`config.mk`:
```
export PLATFORM = sky130hd
export DESIGN_NAME = point_in_polygon_crossing
export DESIGN_NICKNAME = d
export VERILOG_FILES = /design/src/rtl/core/pic_pkg.sv /design/src/rtl/core/point_in_polygon_crossing.sv /design/src/rtl/core/pic_cell.sv /design/src/rtl/core/pic_edge.sv
export SDC_FILE = /design/constraint.sdc
export NUM_CORES = 2
export LEC_CHECK = 0
export ABC_AREA = 1
export BUFFER_PORTS_ARGS = -buffer_cell sky130_fd_sc_hd__buf_2
export CAP_MARGIN = 20
export CORE_ASPECT_RATIO = 1.2
export CORE_MARGIN = 3
export CORE_UTILIZATION = 64
export CTS_CLUSTER_SIZE = 20
export DETAILED_ROUTE_END_ITERATION = 10
export PLACE_DENSITY = 0.8
export SLEW_MARGIN = 20
export SYNTH_ARGS = -nofsm -noshare
export SYNTH_HDL_FRONTEND = slang
export SYNTH_HIERARCHICAL = 1
export SYNTH_SLANG_ARGS = --single-unit
```
`constraint.sdc`:
```
create_clock -name clk -period 7.7 [get_ports clk]
set_input_delay 0.77 -clock clk [delete_from_list [all_inputs] [get_ports clk]]
set_output_delay 0.77 -clock clk [all_outputs]
set_load 0.02 [all_outputs]
```
`src/rtl/core/pic_pkg.sv`:
```
// shared types and constants for the point-in-polygon crossing test
// no dependencies; used by the ring cell, the edge unit, the top level and the testbench

package pic_pkg;

	// default sizes
	localparam int DEF_MAX_VERTICES = 64;
	localparam int DEF_COORD_BITS   = 16;

	// fixed field widths
	localparam int CNT_W = 7;
	localparam int IDX_W = 6;

	// item kinds
	localparam logic KIND_LOAD  = 1'b0;
	localparam logic KIND_QUERY = 1'b1;

	// sequencer states
	typedef enum logic [1:0] {
		ST_IDLE,
		ST_WALK,
		ST_DRAIN,
		ST_FIN
	} pic_state_t;

	// edge unit status toward the sequencer
	typedef struct packed {
		logic hit;
		logic valid;
		logic busy;
	} edge_stat_t;

endpackage

```
`src/rtl/core/point_in_polygon_crossing.sv`:
```
// top level of the crossing-number point-in-polygon test
// depends on pic_pkg, pic_cell (vertex ring) and pic_edge (edge test)
//
// usage:
//   input channel (in_valid / in_stall) takes one word per item: kind 0 loads
//   point_x / point_y into ring slot vertex_index (slots beyond the ring are
//   dropped), kind 1 queries the point (point_x, point_y).
//   a load gives no result word.
//   a query rotates the vertex ring one cell per cycle through the edge unit:
//   it walks the whole ring, drains the edge pipeline (sooner when the last
//   crossing candidate came early) and loads the output register; the next
//   item can be taken from the cycle after the output register is loaded.
//   the ring length sets the walk, not vertex_count.
//   in_stall is high for the whole query.
//   output channel (out_valid / out_stall) gives inside_res and crossings
//   (count mod 128) once per query from an output register; a new item is
//   taken while that word waits, and a finished query holds until it is free.
//   config channel (cfg_valid / cfg_ready) writes vertex_count, always ready;
//   write it only between items. counts above MAX_VERTICES act as the maximum.
//   reset clears vertex_count, the sequencer and out_valid; the ring contents
//   stay undefined until loaded.

module point_in_polygon_crossing #(
	parameter int MAX_VERTICES = pic_pkg::DEF_MAX_VERTICES,
	parameter int COORD_BITS   = pic_pkg::DEF_COORD_BITS
) (
	input  logic                           clk,
	input  logic                           arst_n,
	// config
	input  logic                           cfg_valid,
	output logic                           cfg_ready,
	input  logic [pic_pkg::CNT_W-1:0]      cfg_data,
	// input items
	input  logic                           in_valid,
	output logic                           in_stall,
	input  logic                           kind,
	input  logic [pic_pkg::IDX_W-1:0]      vertex_index,
	input  logic signed [COORD_BITS-1:0]   point_x,
	input  logic signed [COORD_BITS-1:0]   point_y,
	// results
	output logic                           out_valid,
	input  logic                           out_stall,
	output logic                           inside_res,
	output logic [pic_pkg::CNT_W-1:0]      crossings
);

	localparam int VW     = 2 * COORD_BITS;
	localparam int TW     = $clog2(MAX_VERTICES + 1);
	localparam int CMP_W  = (TW > pic_pkg::CNT_W) ? TW : pic_pkg::CNT_W;
	localparam int SLOT_W = (MAX_VERTICES > (1 << pic_pkg::IDX_W)) ?
		$clog2(MAX_VERTICES) : pic_pkg::IDX_W;

	pic_pkg::pic_state_t state_q, state_d;
	pic_pkg::edge_stat_t stat;

	logic [pic_pkg::CNT_W-1:0]    vertex_count_q;
	logic [TW-1:0]                t_q;
	logic [TW-1:0]                n_q;
	logic [TW-1:0]                n_sat;
	logic [VW-1:0]                first_q;
	logic [VW-1:0]                prev_q;
	logic signed [COORD_BITS-1:0] px_q, py_q;
	logic [pic_pkg::CNT_W-1:0]    count_q;
	logic                         out_valid_q;
	logic                         inside_res_q;
	logic [pic_pkg::CNT_W-1:0]    crossings_q;

	logic          in_take, load_go, query_go;
	logic          walk, shift_en, edge_valid, fin_load;
	logic [VW-1:0] vert_a;
	logic [VW-1:0] ring [MAX_VERTICES];
	logic [SLOT_W-1:0] slot_ext;

	// handshakes
	assign cfg_ready = 1'b1;
	assign in_take   = in_valid && !in_stall;
	assign load_go   = in_take && (kind == pic_pkg::KIND_LOAD);
	assign query_go  = in_take && (kind == pic_pkg::KIND_QUERY);
	assign slot_ext  = SLOT_W'(vertex_index);

	// vertex count, saturated to the ring length
	always_comb begin
		if (CMP_W'(vertex_count_q) > CMP_W'(MAX_VERTICES)) begin
			n_sat = TW'(MAX_VERTICES);
		end else begin
			n_sat = TW'(vertex_count_q);
		end
	end

	// config register
	always_ff @(posedge clk or negedge arst_n) begin
		if (!arst_n) begin
			vertex_count_q <= '0;
		end else if (cfg_valid && cfg_ready) begin
			vertex_count_q <= cfg_data;
		end
	end

	// vertex ring, head is cell 0
	for (genvar k = 0; k < MAX_VERTICES; k++) begin : g_ring
		localparam int NXT = (k + 1) % MAX_VERTICES;
		pic_cell #(
			.COORD_BITS(COORD_BITS)
		) u_cell (
			.clk      (clk),
			.load_en  (load_go && (slot_ext == SLOT_W'(k))),
			.load_data({point_y, point_x}),
			.shift_en (shift_en),
			.shift_in (ring[NXT]),
			.vert     (ring[k])
		);
	end

	// sequencer state register
	always_ff @(posedge clk or negedge arst_n) begin
		if (!arst_n) begin
			state_q <= pic_pkg::ST_IDLE;
		end else begin
			state_q <= state_d;
		end
	end

	// next state and controls
	always_comb begin
		state_d  = state_q;
		in_stall = 1'b1;
		walk     = 1'b0;
		fin_load = 1'b0;
		case (state_q)
			pic_pkg::ST_IDLE: begin
				in_stall = 1'b0;
				if (query_go) begin
					state_d = pic_pkg::ST_WALK;
				end
			end
			pic_pkg::ST_WALK: begin
				walk = 1'b1;
				if (t_q == TW'(MAX_VERTICES)) begin
					state_d = pic_pkg::ST_DRAIN;
				end
			end
			pic_pkg::ST_DRAIN: begin
				if (!stat.busy) begin
					state_d = pic_pkg::ST_FIN;
				end
			end
			pic_pkg::ST_FIN: begin
				if (!out_valid_q || !out_stall) begin
					fin_load = 1'b1;
					state_d  = pic_pkg::ST_IDLE;
				end
			end
			default: begin
				state_d = pic_pkg::ST_IDLE;
			end
		endcase
	end

	// edge selection: vertex t against vertex t-1, closing edge uses vertex 0
	assign shift_en   = walk && (t_q != TW'(MAX_VERTICES));
	assign edge_valid = walk && (t_q != '0) && (t_q <= n_q);
	assign vert_a     = (t_q == n_q) ? first_q : ring[0];

	// walk counter and query registers, counter stops at the ring length
	always_ff @(posedge clk or negedge arst_n) begin
		if (!arst_n) begin
			t_q     <= '0;
			count_q <= '0;
		end else begin
			if (query_go) begin
				t_q     <= '0;
				count_q <= '0;
			end else begin
				if (shift_en) begin
					t_q <= t_q + 1'b1;
				end
				if (stat.valid && stat.hit) begin
					count_q <= count_q + 1'b1;
				end
			end
		end
	end

	// query point, count and vertex history
	always_ff @(posedge clk) begin
		if (query_go) begin
			px_q <= point_x;
			py_q <= point_y;
			n_q  <= n_sat;
		end
		if (walk) begin
			prev_q <= ring[0];
			if (t_q == '0) begin
				first_q <= ring[0];
			end
		end
	end

	pic_edge #(
		.COORD_BITS(COORD_BITS)
	) u_edge (
		.clk       (clk),
		.arst_n    (arst_n),
		.edge_valid(edge_valid),
		.vert_a    (vert_a),
		.vert_b    (prev_q),
		.px        (px_q),
		.py        (py_q),
		.stat      (stat)
	);

	// output register
	always_ff @(posedge clk or negedge arst_n) begin
		if (!arst_n) begin
			out_valid_q <= 1'b0;
		end else if (fin_load) begin
			out_valid_q <= 1'b1;
		end else if (!out_stall) begin
			out_valid_q <= 1'b0;
		end
	end

	always_ff @(posedge clk) begin
		if (fin_load) begin
			inside_res_q <= count_q[0];
			crossings_q  <= count_q;
		end
	end

	assign out_valid  = out_valid_q;
	assign inside_res = inside_res_q;
	assign crossings  = crossings_q;

`ifndef SYNTHESIS
	// result taken only after the edge pipeline has drained
	a_fin_drained: assert property (@(posedge clk) disable iff (!arst_n)
		fin_load |-> !stat.busy)
		else $error("result captured with edges in flight");

	// no edge in flight while idle
	a_idle_quiet: assert property (@(posedge clk) disable iff (!arst_n)
		(state_q == pic_pkg::ST_IDLE) |-> !stat.busy)
		else $error("edge unit busy while idle");

	// a query starts a fresh walk
	a_query_start: assert property (@(posedge clk) disable iff (!arst_n)
		query_go |=> (state_q == pic_pkg::ST_WALK) && (t_q == '0) && (count_q == '0))
		else $error("query did not start a fresh walk");

	// walk counter never passes the ring length
	a_walk_bound: assert property (@(posedge clk) disable iff (!arst_n)
		t_q <= TW'(MAX_VERTICES))
		else $error("walk counter overran the ring");
`endif

endmodule

```
`src/rtl/core/pic_cell.sv`:
```
// one ring cell: holds one polygon vertex {y, x}
// loaded directly by slot, shifts to its neighbor while a query walks the ring

module pic_cell #(
	parameter int COORD_BITS = pic_pkg::DEF_COORD_BITS
) (
	input  logic                    clk,
	input  logic                    load_en,
	input  logic [2*COORD_BITS-1:0] load_data,
	input  logic                    shift_en,
	input  logic [2*COORD_BITS-1:0] shift_in,
	output logic [2*COORD_BITS-1:0] vert
);

	logic [2*COORD_BITS-1:0] vert_q;

	// vertex storage, undefined until loaded
	always_ff @(posedge clk) begin
		if (load_en) begin
			vert_q <= load_data;
		end else if (shift_en) begin
			vert_q <= shift_in;
		end
	end

	assign vert = vert_q;

endmodule

```
`src/rtl/core/pic_edge.sv`:
```
// edge crossing test, three stages: differences, products, compare
// depends on pic_pkg for the status struct

module pic_edge #(
	parameter int COORD_BITS = pic_pkg::DEF_COORD_BITS
) (
	input  logic                         clk,
	input  logic                         arst_n,
	input  logic                         edge_valid,
	input  logic [2*COORD_BITS-1:0]      vert_a,
	input  logic [2*COORD_BITS-1:0]      vert_b,
	input  logic signed [COORD_BITS-1:0] px,
	input  logic signed [COORD_BITS-1:0] py,
	output pic_pkg::edge_stat_t          stat
);

	localparam int DW = COORD_BITS + 1;
	localparam int PW = 2 * DW;

	logic signed [COORD_BITS-1:0] xa, ya, xb, yb;
	logic signed [COORD_BITS-1:0] xlo, ylo, xhi, yhi;
	logic                         cand;

	logic signed [DW-1:0] d_a_s1, d_b_s1, d_c_s1, d_d_s1;
	logic                 vld_s1;
	logic signed [PW-1:0] prod_l_s2, prod_r_s2;
	logic                 vld_s2;
	logic                 hit_s3;
	logic                 vld_s3;

	// unpack endpoints and apply the half-open rule
	always_comb begin
		xa   = $signed(vert_a[COORD_BITS-1:0]);
		ya   = $signed(vert_a[2*COORD_BITS-1:COORD_BITS]);
		xb   = $signed(vert_b[COORD_BITS-1:0]);
		yb   = $signed(vert_b[2*COORD_BITS-1:COORD_BITS]);
		cand = (ya > py) != (yb > py);
		// order endpoints so that the low one comes first
		if (ya > yb) begin
			xlo = xb;
			ylo = yb;
			xhi = xa;
			yhi = ya;
		end else begin
			xlo = xa;
			ylo = ya;
			xhi = xb;
			yhi = yb;
		end
	end

	// valid bits of the three stages
	always_ff @(posedge clk or negedge arst_n) begin
		if (!arst_n) begin
			vld_s1 <= 1'b0;
			vld_s2 <= 1'b0;
			vld_s3 <= 1'b0;
		end else begin
			vld_s1 <= edge_valid && cand;
			vld_s2 <= vld_s1;
			vld_s3 <= vld_s2;
		end
	end

	// stage 1: differences
	always_ff @(posedge clk) begin
		d_a_s1 <= DW'(py) - DW'(ylo);
		d_b_s1 <= DW'(xhi) - DW'(xlo);
		d_c_s1 <= DW'(px) - DW'(xlo);
		d_d_s1 <= DW'(yhi) - DW'(ylo);
	end

	// stage 2: cross products
	always_ff @(posedge clk) begin
		prod_l_s2 <= PW'(d_a_s1) * PW'(d_b_s1);
		prod_r_s2 <= PW'(d_c_s1) * PW'(d_d_s1);
	end

	// stage 3: crossing strictly left of the point
	always_ff @(posedge clk) begin
		hit_s3 <= prod_l_s2 < prod_r_s2;
	end

	assign stat.hit   = hit_s3;
	assign stat.valid = vld_s3;
	assign stat.busy  = vld_s1 || vld_s2 || vld_s3;

endmodule

```
==> results.cfg <==
[synth]
yosysUniqueCellTypes = 56
ys_seq_elements = 2322
syn-cell-area_sq_um = 126400
synth_top_cell_area_share = 0.5125
async_flop_share = 0.01163
synthTopCellsByArea = edfxtp_1 51%, nand2_1 21%, fa_1 9.4%
synth-edff-count = 2158
avgSynthCellArea_sq_um = 9.528
ys.warnings.count = 6
synth_ff_type = edfxtp_1
syn_inst = 13270
yosysSeqAreaShare = 0.5395
synth_top_area_cell = edfxtp_1
syn_nets = 14220

[critical_path]
crit_path_max_incr_delay_ns = 0.96
reg2reg_depth = 19
crit_path_start_kind = register
worst_path_max_delay_cell = fa_1
path_buf_inv = 5
cp_data_arrival_time_ns = 7.42
critical_path_class = reg -> reg
cp.required_ns = 8.45
startpoint = u_edge/d_b_s1[2]
path_depth = 19
timing.rr.start = u_edge/d_b_s1[2]
crit_top_cell = fa_1
crit_fanout = 17
path_cells = nand2_1 > inv_1 > fa_1 > fa_1 > fa_1 > fa_1 > fa_1 > inv_1 > fa_1 > inv_1 > ha_1 > a21oi_1 > inv_1 > a21oi_1 > inv_1 > a21oi_1 > o221ai_1 > a211oi_1 > xor2_1
crit_family = adder cells
crit_path_end_kind = register

[global_route]
antenna_found_initial = 10
grt_pass1_wl_mm = 503.3
grt_overflow = 0
grt_usage = 0.3174
grt_max_degree = 66
grt_pass1_vias = 91100

[clock_network]
cts_root_buffer = clkbuf_16
clk-insertion-delay-late_ns = 0.88
clock_tree.buffer_depth = 3
cts.sink_count = 2322
ctsHtreeMaxLevel = 4
cts_tree = done
cts_setup_buffers = 0
cts_inserted_buffers = 213
clkTransAtPathRegs_ns = 0.06

[placed_design]
dp.cells = 15450
numPortBuffers = 60
globalplace.congestion = 0.8968
dp_hpwl_mm = 212.9

[timing]
fin_crit_sh = 0.8654
rsz0062_at_grt = no
fin_tns_setup_ns = 0
hold_violations = 0
slew_headroom = 0.1954
drv_slew = 0
final-setup-viol-count = 0
period_minus_slack_ns = 6.663
fin_worst_skew_ns = 0.08110
worst_pin_slew_ns = 1.207
fmax_mhz = 150.1

[floorplanning]
die_h_microns = 492.9
die-area_sq_um = 203000
die_w_microns = 411.8
io_pins = 62
initial_core_util = 0.6444
core_area_sq_um = 196200
row_count = 178

[detailed_routing]
drt_iter0_markers = 9360
drc_errors = 0
dr.pass1.iters = 7
viasPerCell = 5.653
drtAntennaViolNets = 0
wirelength_mm = 320.5
dr_total_vias = 89680
wl_per_cell_microns = 20.20

[min_path]
holdPathStages = 3
worstHoldStart = cfg_data[4]
worst_hold_path_type = in -> reg

[final_layout]
final_nets = 14010
final_cells = 15860
synthToLayoutAreaGrowth_pct = 5.356
layout-drive-gt1-share = 0.05782

[run]
maxCapViolations = 0

[run_status]
status = finished clean
-- metal layers --
layer  share of wire  global-route usage
met1            0.36              0.4024
met2            0.50              0.5385
met3           0.085             0.04793
met4           0.052              0.1509
met5        0.000075                   0
-- placed cells by master (no fill, tap or decap), drive strengths merged, types with 2 or more instances in the layout --
cell / synthesis / final
nand2: 7227 / 7227
edfxtp: 2158 / 2158
inv: 1305 / 1312
fa: 594 / 594
ha: 300 / 300
clkbuf: 136 / 264
nor2: 214 / 214
buf: 474 / 184
dfxtp: 137 / 137
a21oi: 136 / 136
o21ai: 115 / 115
clkinv: 0 / 106
nand3: 104 / 104
xor2: 80 / 80
or2: 79 / 79
xnor2: 43 / 43
nand4: 39 / 39
dfrtp: 27 / 27
nor3: 21 / 21
bufinv: 0 / 16
a21boi: 14 / 14
a21o: 11 / 11
clkinvlp: 0 / 9
nor4: 7 / 7
o211ai: 7 / 7
diode: 0 / 6
a31oi: 6 / 6
o21a: 6 / 6
nand3b: 6 / 6
o21bai: 5 / 5
o221ai: 3 / 3
a211oi: 3 / 3
a221oi: 3 / 3
and2: 2 / 2
-- tightest hold or removal path, delay by kind of cell --
kind	cells	cell delay, ns
compound gates	1	0.05
buf+inv	1	0.08
simple gates	1	0.04
-- kinds of logic after synthesis --
logic type | after synthesis | synth area share
AND/OR/NAND/NOR | 7701 | 0.2336
flip-flops | 2322 | 0.5395
buffers and inverters | 1915 | 0.08000
adder cells (fa/ha/maj) | 894 | 0.1237
AO/OA/AOI/OAI | 314 | 0.01450
XOR/XNOR | 123 | 0.008520
other | 1 | 0.00002966
multiplexers | 1 | 0.00008905
-- cell usage after synthesis, types with 38 or more instances --
| library cell | instances |
|---|---|
| buf_6 | 269 |
| nand3_1 | 95 |
| dfxtp_1 | 137 |
| edfxtp_1 | 2158 |
| or2_2 | 79 |
| clkbuf_1 | 135 |
| xnor2_1 | 43 |
| a21oi_1 | 136 |
| nor2_1 | 209 |
| xor2_1 | 80 |
| buf_4 | 197 |
| nand4_1 | 38 |
| o21ai_0 | 70 |
| nand2_1 | 7218 |
| fa_1 | 594 |
| inv_1 | 1239 |
| inv_4 | 64 |
| ha_1 | 300 |
-- path summary, 6_finish.rpt --
check | end | slack, ns
max | u_edge/prod_l_s2[33] | 1.04
min | vertex_count_q[4] | 0.11
max reg2reg | u_edge/prod_l_s2[33] | 1.04
min reg2reg | u_edge/vld_s2 | 0.38
max in group asynchronous | count_q[6] | 6.76
min in group asynchronous | vertex_count_q[2] | 0.45
-- state kept, by name, summed over array words and instances, names as in the netlist, 17 cells and up --
register,cells
g_ring.u_cell/vert,2048
u_edge/prod_l_s2,34
u_edge/prod_r_s2,34
first_q,32
prev_q,32
u_edge/d_a_s1,17
u_edge/d_b_s1,17
u_edge/d_c_s1,17
u_edge/d_d_s1,17
-- through the flow --
stage	util	instance area (sq um)	setup slack, ns	hold WS, ns
2_1_floorplan	-	126400	1.874	0.3476
3_3_place_gp	0.6429	126100	1.235	0.3559
3_5_place_dp	0.6429	126100	1.077	0.3665
4_1_cts	0.6787	133200	1.071	0.05441
5_1_grt	0.6789	133200	0.5891	0.1032
6_report	0.6790	133200	1.037	0.1095
-- area by class of cell --
| class | count | area (sq um) |
|---|---|---|
| Sequential cell | 2322 | 68220 |
| Inverter | 1305 | 5059 |
| Antenna cell | 6 | 15.01 |
| Clock inverter | 138 | 1356 |
| Multi-Input combinational cell | 9034 | 48290 |
| Fill cell | 14400 | 62990 |
| Timing Repair Buffer | 185 | 1341 |
| Tap cell | 2610 | 3266 |
| Clock buffer | 264 | 5675 |
-- repair_timing --
item | in CTS | in global routing
endpoints found under the hold margin | 27 | 0
resized for setup | 0 | 0
hold buffers | 1 | 0
Power is not shown: default switching activity piles up to over one toggle a cycle in this logic, so the estimate is an artifact.
